### config.mk
export PLATFORM = sky130hd
export DESIGN_NAME = pidc_csr
export DESIGN_NICKNAME = d
export VERILOG_FILES = /design/src/rtl/pidc_pkg.sv /design/src/rtl/pidc_csr.sv
export SDC_FILE = /design/constraint.sdc
export NUM_CORES = 1
export LEC_CHECK = 0
export BUFFER_PORTS_ARGS = -buffer_cell sky130_fd_sc_hd__buf_2
export CAP_MARGIN = 20
export CORE_ASPECT_RATIO = 1.4
export CORE_MARGIN = 2
export CORE_UTILIZATION = 52
export DETAILED_ROUTE_END_ITERATION = 12
export PLACE_DENSITY_LB_ADDON = 0.12
export SYNTH_ARGS = -nofsm -noshare
export SYNTH_HDL_FRONTEND = slang
export SYNTH_SLANG_ARGS = --single-unit
### constraint.sdc
create_clock -name clock -period 1.3 [get_ports clock]
set_input_delay 0.065 -clock clock [delete_from_list [all_inputs] [get_ports clock]]
set_output_delay 0.065 -clock clock [all_outputs]
set_load 0.01 [all_outputs]
### src/rtl/pidc_pkg.sv
// shared types, reset constants and saturating fixed-point helpers for the pid step
`timescale 1ns / 1ps
`default_nettype none
package pidc_pkg;

   localparam int unsigned RegCount = 8;
   localparam int unsigned AddrWidth = 5;

   typedef enum logic [2:0] {
      REG_PROP_GAIN        = 3'd0,
      REG_INTEGRAL_GAIN    = 3'd1,
      REG_DERIVATIVE_GAIN  = 3'd2,
      REG_DERIVATIVE_DECAY = 3'd3,
      REG_DRIVE_MIN        = 3'd4,
      REG_DRIVE_MAX        = 3'd5,
      REG_ACCUM_MIN        = 3'd6,
      REG_ACCUM_MAX        = 3'd7
   } reg_index_type;

   localparam logic signed [31:0] PropGainReset = 32'sd65536;
   localparam logic signed [31:0] Q32Min = 32'sh8000_0000;
   localparam logic signed [31:0] Q32Max = 32'sh7fff_ffff;

   typedef struct packed {
      logic signed [31:0] prop_gain;
      logic signed [31:0] integral_gain;
      logic signed [31:0] derivative_gain;
      logic signed [31:0] derivative_decay;
      logic signed [31:0] drive_min;
      logic signed [31:0] drive_max;
      logic signed [31:0] accum_min;
      logic signed [31:0] accum_max;
   } cfg_type;

   typedef struct packed {
      logic signed [31:0] accumulator;
      logic signed [31:0] last_error;
      logic signed [31:0] last_measured;
      logic signed [31:0] filtered_slope;
   } state_type;

   function automatic logic signed [33:0] ext34(input logic signed [31:0] a);
      return {{2{a[31]}}, a};
   endfunction

   function automatic logic signed [31:0] sat34(input logic signed [33:0] v);
      logic signed [31:0] r;
      if (v[33:31] == 3'b000 || v[33:31] == 3'b111) begin
         r = v[31:0];
      end else if (v[33]) begin
         r = Q32Min;
      end else begin
         r = Q32Max;
      end
      return r;
   endfunction

   // q16.16 product, floor of the shift, saturated
   function automatic logic signed [31:0] mul_q(input logic signed [31:0] a,
                                                input logic signed [31:0] b);
      logic signed [63:0] p;
      logic signed [47:0] q;
      logic signed [31:0] r;
      p = 64'(a) * 64'(b);
      q = p[63:16];
      if (q[47:31] == {17{1'b0}} || q[47:31] == {17{1'b1}}) begin
         r = q[31:0];
      end else if (q[47]) begin
         r = Q32Min;
      end else begin
         r = Q32Max;
      end
      return r;
   endfunction

   // upper limit tested first: with inverted limits, v above hi gives hi, else lo
   function automatic logic signed [31:0] clamp_q(input logic signed [31:0] v,
                                                  input logic signed [31:0] lo,
                                                  input logic signed [31:0] hi);
      logic signed [31:0] r;
      if (v > hi) begin
         r = hi;
      end else if (v < lo) begin
         r = lo;
      end else begin
         r = v;
      end
      return r;
   endfunction

endpackage
`default_nettype wire

### src/rtl/pidc_csr.sv
// apb-style register file holding the gains and clamp limits
`timescale 1ns / 1ps
`default_nettype none
module pidc_csr
   import pidc_pkg::*;
(
   input  wire logic                 clock,
   input  wire logic                 reset,
   input  wire logic                 csr_psel,
   input  wire logic                 csr_penable,
   input  wire logic                 csr_pwrite,
   input  wire logic [AddrWidth-1:0] csr_paddr,
   input  wire logic [31:0]          csr_pwdata,
   output logic      [31:0]          csr_prdata,
   output logic                      csr_pready,
   output cfg_type                   cfg
);

   cfg_type       cfg_ff;
   reg_index_type idx;
   logic          wr_en;

   assign csr_pready = 1'b1;
   assign idx = reg_index_type'(csr_paddr[AddrWidth-1:2]);
   assign wr_en = csr_psel & csr_penable & csr_pwrite & csr_pready;
   assign cfg = cfg_ff;

   always_ff @(posedge clock) begin
      if (reset) begin
         cfg_ff.prop_gain        <= PropGainReset;
         cfg_ff.integral_gain    <= '0;
         cfg_ff.derivative_gain  <= '0;
         cfg_ff.derivative_decay <= '0;
         cfg_ff.drive_min        <= Q32Min;
         cfg_ff.drive_max        <= Q32Max;
         cfg_ff.accum_min        <= Q32Min;
         cfg_ff.accum_max        <= Q32Max;
      end else if (wr_en) begin
         unique case (idx)
            REG_PROP_GAIN:        cfg_ff.prop_gain        <= csr_pwdata;
            REG_INTEGRAL_GAIN:    cfg_ff.integral_gain    <= csr_pwdata;
            REG_DERIVATIVE_GAIN:  cfg_ff.derivative_gain  <= csr_pwdata;
            REG_DERIVATIVE_DECAY: cfg_ff.derivative_decay <= csr_pwdata;
            REG_DRIVE_MIN:        cfg_ff.drive_min        <= csr_pwdata;
            REG_DRIVE_MAX:        cfg_ff.drive_max        <= csr_pwdata;
            REG_ACCUM_MIN:        cfg_ff.accum_min        <= csr_pwdata;
            REG_ACCUM_MAX:        cfg_ff.accum_max        <= csr_pwdata;
            default:              cfg_ff.prop_gain        <= cfg_ff.prop_gain;
         endcase
      end
   end

   always_comb begin
      unique case (idx)
         REG_PROP_GAIN:        csr_prdata = cfg_ff.prop_gain;
         REG_INTEGRAL_GAIN:    csr_prdata = cfg_ff.integral_gain;
         REG_DERIVATIVE_GAIN:  csr_prdata = cfg_ff.derivative_gain;
         REG_DERIVATIVE_DECAY: csr_prdata = cfg_ff.derivative_decay;
         REG_DRIVE_MIN:        csr_prdata = cfg_ff.drive_min;
         REG_DRIVE_MAX:        csr_prdata = cfg_ff.drive_max;
         REG_ACCUM_MIN:        csr_prdata = cfg_ff.accum_min;
         REG_ACCUM_MAX:        csr_prdata = cfg_ff.accum_max;
         default:              csr_prdata = '0;
      endcase
   end

endmodule
`default_nettype wire

==> results.md, run 1 <==
* Status: finished with violations
* Failing checks: negative setup slack
* Hold path cells at 6
* Sink Count at 256
* Synth unique cells at 33
* Clk pin slew, worst setup/hold paths at around 0.070 ns
* Vias in the first global route at 11800
* CP peak stage delay at around 0.34 ns
* Final period util at 148%
* PortBufs at 327
* Worst-path fanout max at 2
* Most common cell after layout, fill and taps aside: nand2_1
* Die area at 23100 µm²
* Pwr dens at 1070 nW/µm²
* Internal power at ~13000 µW
* Post-Syn Nets at 1512
* Synth top area share at between 40% and 50%
* Sequential fraction of the synthesis area at 45.1%
* Syn avg cell area at between 7 and 8 µm²
* Synthesized cell area at approximately 11000 µm²
* FF-to-FF path depth at 4
* Starting DRT DRC Count at 1086
* Drt drc at 0
* Crit path arrival time at about 1.9 ns
* EDFF count, synth at 0
* Hold WC Path Type: input port to flop
* Synth Register Bits at 256
* Area of the multi-input gates at a little under 6000 µm²
* CTS tree: done
* Final Hold Fails at 0
* IO Pins at 331
* Routability cong. at 0.876
* CP endpoint: csr_prdata[31]
* Period minus WS final at approximately 1.9 ns
* Reg2reg start: cfg[12]
* Clock power share at 43.1%
* NetSw at 4140 µW
* Util after Layout at 74.4%
* Worst path slowest cell: dfxtp_2
* Startpoint types: flop
* Post-route insts no fill at 2210
* Reg-to-reg endpoint: cfg[12]
* Worst setup EP type: output port
* Vias/cell at 5.61
* Final Skew at 0 ns
* GR Overflow Total at 0
* Max Slew Vio Count at 0
* Clock root buffer: clkbuf_16
* CP Cell Sequence: mux2_2, a22o_1, a221oi_2, buf_4, nor2_1, buf_2
* Ys async rst share at 0%
* Setup ws final at -0.624 ns
* CORE AREA at approximately 22000 µm²
* Required @ worst endpoint at 1.24 ns
* H-tree Lvls at 1
* Sequential Power Share at about 46%
* Routed WL at 44.1 mm
* Comb power frac at 10.7%
* Maximum clock rate at about 520 MHz
* Crit. Startpoint: cfg[95]
* GRT Util Overall at 36.5%
* Synth Instances at 1470
* Cell row count at 64
* Placed insts at 2124
* Pre-Repair DR Iteration Count at 6
* Overall power at 17200 µW
* Ys Warns at 0
* Layout area overhead at 42.0%
* Worst vdd ir at approximately 1.1 mV
* Unrepaired setup endpoints after global routing: yes
* Setup violations, final at 32
* Net Sw Frac at 24.0%
* Largest net degree at the start of global routing at 43
* DRT antenna net count at 0
* Top cells by area, synth: dfxtp_1 (45%), nand2_1 (17%), a21oi_1 (8.8%), nand3b_1 (4.3%), a221oi_1 (3.9%)
* Filler cells at about 1700
* Antenna cells at 0
* Register area at 5200 µm²
* Final #Nets at 1939
* Commonest non-fill, non-tap cells in the layout: nand2_1 (515), buf_2 (322), a21oi_1 (199), dfxtp_1 (199), buf_4 (165)
* First-pass GRT wire length at around 65 mm
* Chip height at 179 µm
* Worst R2R Setup Slack at roughly 0.48 ns
* Static Leak at around 0.0071 µW
* Final HPWL DP at 30.7 mm
* Setup_tns at -14.71 ns
* Critical path type: flop to output port
* Synth area leader: dfxtp_1
* Die width at 129 µm
* Ys flop type: dfxtp_1
* Largest register FFs at 256
* WL/cell at 20.0 µm
* Worst-skew pair later-pin latency at 0.52 ns
* Starting Density at 52.4%
* CTS Buf Count at 24
* Initial antenna violation count at 0
* Layout cells sized above 1 at 37.1%
* Clock buffer depth at 3
* Via count at between 10000 and 15000
* Max Cap Viol at 0
per-layer routing:
metal  vias up  part of all wire (%)  track usage (%)
met4         0                   6.5             21.6
li1       5740                     -                -
met3       176                   8.2             6.03
met5         -                     0                0
met1      5760                    36             41.5
met2       731                    50             63.9
cell type report:
| cell class | count | area share, % |
|---|---|---|
| multi-input combinational | 1028 | 35.8 |
| sequential | 256 | 32.2 |
| timing repair buffer | 555 | 23.9 |
| clock buffer | 36 | 4.44 |
| tap | 297 | 2.30 |
| inverter | 32 | 0.744 |
| clock inverter | 6 | 0.651 |
how the worst min path moves through the flow:
stage / startpoint / end
3_3_place_gp: csr_pwdata[20] / cfg[180]
4_1_cts: csr_penable / cfg[31]
5_1_grt: csr_penable / cfg[31]
6_report: csr_penable / cfg[31]
3_5_place_dp: csr_pwdata[20] / cfg[148]
2_1_floorplan: reset / cfg[236]
power by group through the flow:
stage	clock, µW	combinational, µW	sequential, µW
global placement	0	1600	8140
finish	7410	1830	7970
detailed placement	0	1620	8140
floorplan	0	872	8170
global route	7790	1930	7970
CTS	7440	1770	7970
what timing repair did:
| action | in CTS | in global routing |
|---|---|---|
| pin swaps | 5 | 11 |
| cloned | 0 | 0 |
| setup endpoints to repair | 32 | 32 |
| hold buffers | 33 | 0 |
| buffers inserted | 6 | 5 |
| hold endpoints to repair | 256 | 0 |
| gates resized for setup | 80 | 38 |
cells in the mapped netlist (all sizes together), types with 3 or more instances:
cell type and number:
a21oi 200, a221oi 56, a22o 33, a32oi 4, buf 94, clkbuf 60
dfxtp 256, inv 32, mux2 26, mux2i 32, nand2 515, nand2b 7
nand3b 65, nor2 64, nor2b 4, or2 6, or3 3
worst max-delay path, delay by kind of cell (launching register included):
| kind | cells | cell delay (ns) |
|---|---|---|
| AO/OA/AOI/OAI | 2 | 0.42 |
| multiplexers | 1 | 0.26 |
| buffers and inverters | 2 | 0.28 |
| flip-flops | 1 | 0.34 |
| AND/OR/NAND/NOR | 1 | 0.04 |
stage by stage:
stage,hold slack (ns),area [µm²],worst slack (ns)
6_report,0.181,16100,-0.624
4_1_cts,0.161,16000,-0.618
5_1_grt,0.190,16100,-0.669
2_1_floorplan,0.335,11400,0.0830
3_3_place_gp,0.380,14500,-0.327
3_5_place_dp,0.386,14500,-0.321
cells by family after synthesis:
logic type | count (synthesis) | synth area share, %
AOI/OAI and AO/OA | 300 | 16.8
buffers and inverters | 186 | 7.68
DFF | 256 | 45.1
muxes | 58 | 5.39
other | 1 | 0.0330
and+or+nand+nor | 669 | 25.1
Power figures use the tool's default switching activity.
==> run 2, diff against run 1 <==
CORE_UTILIZATION = 48   (was 52)
SETUP_SLACK_MARGIN = 0.02   (was default)
==> results.md, run 2 (same netlist as run 1, synthesis figures left out) <==
* Filler cells at 2011 (was 1677)
* Vias/cell at 5.55 (was 5.61)
* Worst-path fanout max at 2 (unchanged)
* Period minus WS final at 1.90 ns (was 1.92 ns)
* Reg2reg start: cfg[42] (was cfg[12])
* First-pass GRT wire length at 67.0 mm (was 65.3 mm)
* Die area at 25000 µm² (was 23100 µm²)
* Setup_tns at -15.68 ns (was -14.71 ns)
* IO Pins at 331 (unchanged)
* Most common cell after layout, fill and taps aside: nand2_1 (unchanged)
* Final #Nets at 1937 (was 1939)
* Slew margin rel. at 45.4%
* Worst Path Buf+Inv at 2 (unchanged)
* GR Overflow Total at 0 (unchanged)
* Routability cong. at 0.895 (was 0.876)
* Setup ws final at -0.596 ns (was -0.624 ns)
* CTS tree: done (unchanged)
* Routed WL at 44.5 mm (was 44.1 mm)
* Crit. path cell count at 6 (unchanged)
* Cell row count at 66 (was 64)
* Drt drc at 0 (unchanged)
* PortBufs at 327 (unchanged)
* CORE AREA at 23300 µm² (was 21700 µm²)
* Die width at 134 µm (was 129 µm)
* Setup violations, final at 32 (unchanged)
* Pre-Repair DR Iteration Count at 5 (was 6)
* Placed insts at 2139 (was 2124)
* Worst setup EP type: output port (unchanged)
* Layout cells sized above 1 at 35.4% (was 37.1%)
* Failing checks: negative setup slack (unchanged)
* GRT Util Overall at 34.5% (was 36.5%)
* Worst hold start: csr_penable (unchanged)
* Worst hold endpoint: cfg[38] (was cfg[31])
* Final Hold Fails at 0 (unchanged)
* Worst path slowest cell: dfxtp_2 (unchanged)
* Net Sw Frac at 24.7% (was 24.0%)
* Via count at 12300 (was 12400)
* Largest net degree at the start of global routing at 47 (was 43)
* Final Skew at 0 ns (unchanged)
* Hold path cells at 6 (unchanged)
* Starting Density at 48.8% (was 52.4%)
* Layout area overhead at 41.3% (was 42.0%)
* Internal power at 12800 µW (was 13100 µW)
* Placement Setup Slack at -0.304 ns (was -0.321 ns)
* Vias in the first global route at 11800 (about the same)
* Starting DRT DRC Count at 789 (was 1086)
* Startpoint types: flop (unchanged)
* Chip height at 186 µm (was 179 µm)
* Worst-skew pair later-pin latency at 0.51 ns (was 0.52 ns)
* Clock buffer depth at 3 (unchanged)
* Actual slew at the worst max-slew pin at 0.818 ns
* Antenna cells at 0 (unchanged)
* FF-to-FF path depth at 3 (was 4)
* Static Leak at 0.00710 µW (about the same)
* Clock power share at 42.4% (was 43.1%)
* Family with the most delay on the worst path: compound AO/OA/AOI/OAI gates (unchanged)
* Sink Count at 256 (unchanged)
* Comb power frac at 10.8% (was 10.7%)
* Commonest non-fill, non-tap cells in the layout: nand2_1 (515), buf_2 (323), dfxtp_1 (222) (was nand2_1 (515), buf_2 (322), a21oi_1 (199), dfxtp_1 (199), buf_4 (165))
* Reg-to-reg endpoint: cfg[42] (was cfg[12])
* Worst R2R Setup Slack at 0.55 ns (was 0.48 ns)
* Required @ worst endpoint at 1.24 ns (about the same)
* Unrepaired setup endpoints after global routing: yes (unchanged)
* NetSw at 4210 µW (was 4140 µW)
* CP peak stage delay at 0.32 ns (was 0.34 ns)
* Clk pin slew, worst setup/hold paths at 0.06 ns (was 0.07 ns)
* Post-route insts no fill at 2218 (was 2210)
* Final period util at 146% (was 148%)
* DRT antenna net count at 0 (unchanged)
* Clock root buffer: clkbuf_16 (unchanged)
* Max Cap Viol at 0 (unchanged)
* Maximum clock rate at 528 MHz (was 520 MHz)
* CTS Buf Count at 26 (was 24)
* Initial antenna violation count at 0 (unchanged)
* Critical path type: flop to output port (unchanged)
* CP Cell Sequence: mux2_4, a22o_1, a221oi_2, buf_4, nor2_1, buf_2 (was mux2_2, a22o_1, a221oi_2, buf_4, nor2_1, buf_2)
* Largest register FFs at 256 (unchanged)
* Pwr dens at 1060 nW/µm² (was 1070 nW/µm²)
* Sequential Power Share at 46.8% (was 46.3%)
* Final HPWL DP at 31.4 mm (was 30.7 mm)
* H-tree Lvls at 1 (unchanged)
* Worst vdd ir at 1.02 mV (was 1.09 mV)
* Crit path arrival time at 1.83 ns (was 1.86 ns)
* Max Slew Vio Count at 0 (unchanged)
* Status: finished with violations (unchanged)
* Hold WC Path Type: input port to flop (unchanged)
* WL/cell at 20.1 µm (was 20.0 µm)
run 2: cell count changes in the layout (fill, tap and decap cells not counted), sizes merged:
cell    delta
clkbuf     +2
buf        -4
inv        +1
bufinv     -3
clkinv     +3
run 2: per-stage QoR:
| stage | area [µm²] | hold slack (ns) | util, % | total power (µW) |
|---|---|---|---|---|
| 2_1_floorplan | 11400 | 0.335 | - | 9040 |
| 3_3_place_gp | 14600 | 0.385 | 62.8 | 9790 |
| 3_5_place_dp | 14600 | 0.391 | 62.8 | 9800 |
| 4_1_cts | 16000 | 0.168 | 68.6 | 17100 |
| 5_1_grt | 16100 | 0.200 | 69.0 | 17600 |
| 6_report | 16100 | 0.188 | 69.0 | 17000 |
run 2: worst min-delay path, cell delays in order:
cell and delay [ns]:
buf_2 0.14, nand4_4 0.12, nor2_4 0.05, buf_12 0.16
nand2_1 0.07, a21oi_1 0.05
run 2: area by class of cell:
type / count / area [µm²] / area share, %
inverters: 32 / 120 / 0.747
flip-flops and latches: 256 / 5170 / 32.1
repair buffers: 551 / 3880 / 24.1
well taps: 306 / 383 / 2.38
clock inverters: 7 / 38.8 / 0.241
clock buffers: 38 / 777 / 4.83
multi-input cells: 1028 / 5710 / 35.5
run 2: power groups by stage:
stage	clock network, µW	registers (µW)	logic [µW]
4_1_cts	7320	7970	1800
3_3_place_gp	0	8140	1650
6_report	7220	7970	1840
5_1_grt	7640	7970	1940
2_1_floorplan	0	8170	872
3_5_place_dp	0	8140	1660
run 2: worst max-delay path by stage:
stage / slack, ns / end / start
final: -0.60 / csr_prdata[31] / cfg[31]
after global routing: -0.65 / csr_prdata[31] / cfg[31]
after CTS: -0.61 / csr_prdata[31] / cfg[31]
after detailed placement: -0.30 / csr_prdata[24] / csr_paddr[3]
after global placement: -0.29 / csr_prdata[13] / csr_paddr[3]
after floorplan: 0.08 / csr_prdata[2] / csr_paddr[3]
run 2: layer usage:
| metal | global-route usage, % | share of wire, % | up-vias |
|---|---|---|---|
| li1 | - | - | 5737 |
| met1 | 39.4 | 37 | 5813 |
| met2 | 61.2 | 50 | 620 |
| met3 | 5.69 | 7.8 | 141 |
| met4 | 19.7 | 5.5 | 0 |
| met5 | 0 | 0 | - |
run 2: repair_timing:
action                                  4_1_cts  5_1_grt
setup buffers                                 0        1
endpoints found under the hold margin       256        0
hold buffers                                 33        0
pin swaps                                     1        9
endpoints found under the setup margin       32       32
gates resized for setup                      52       28
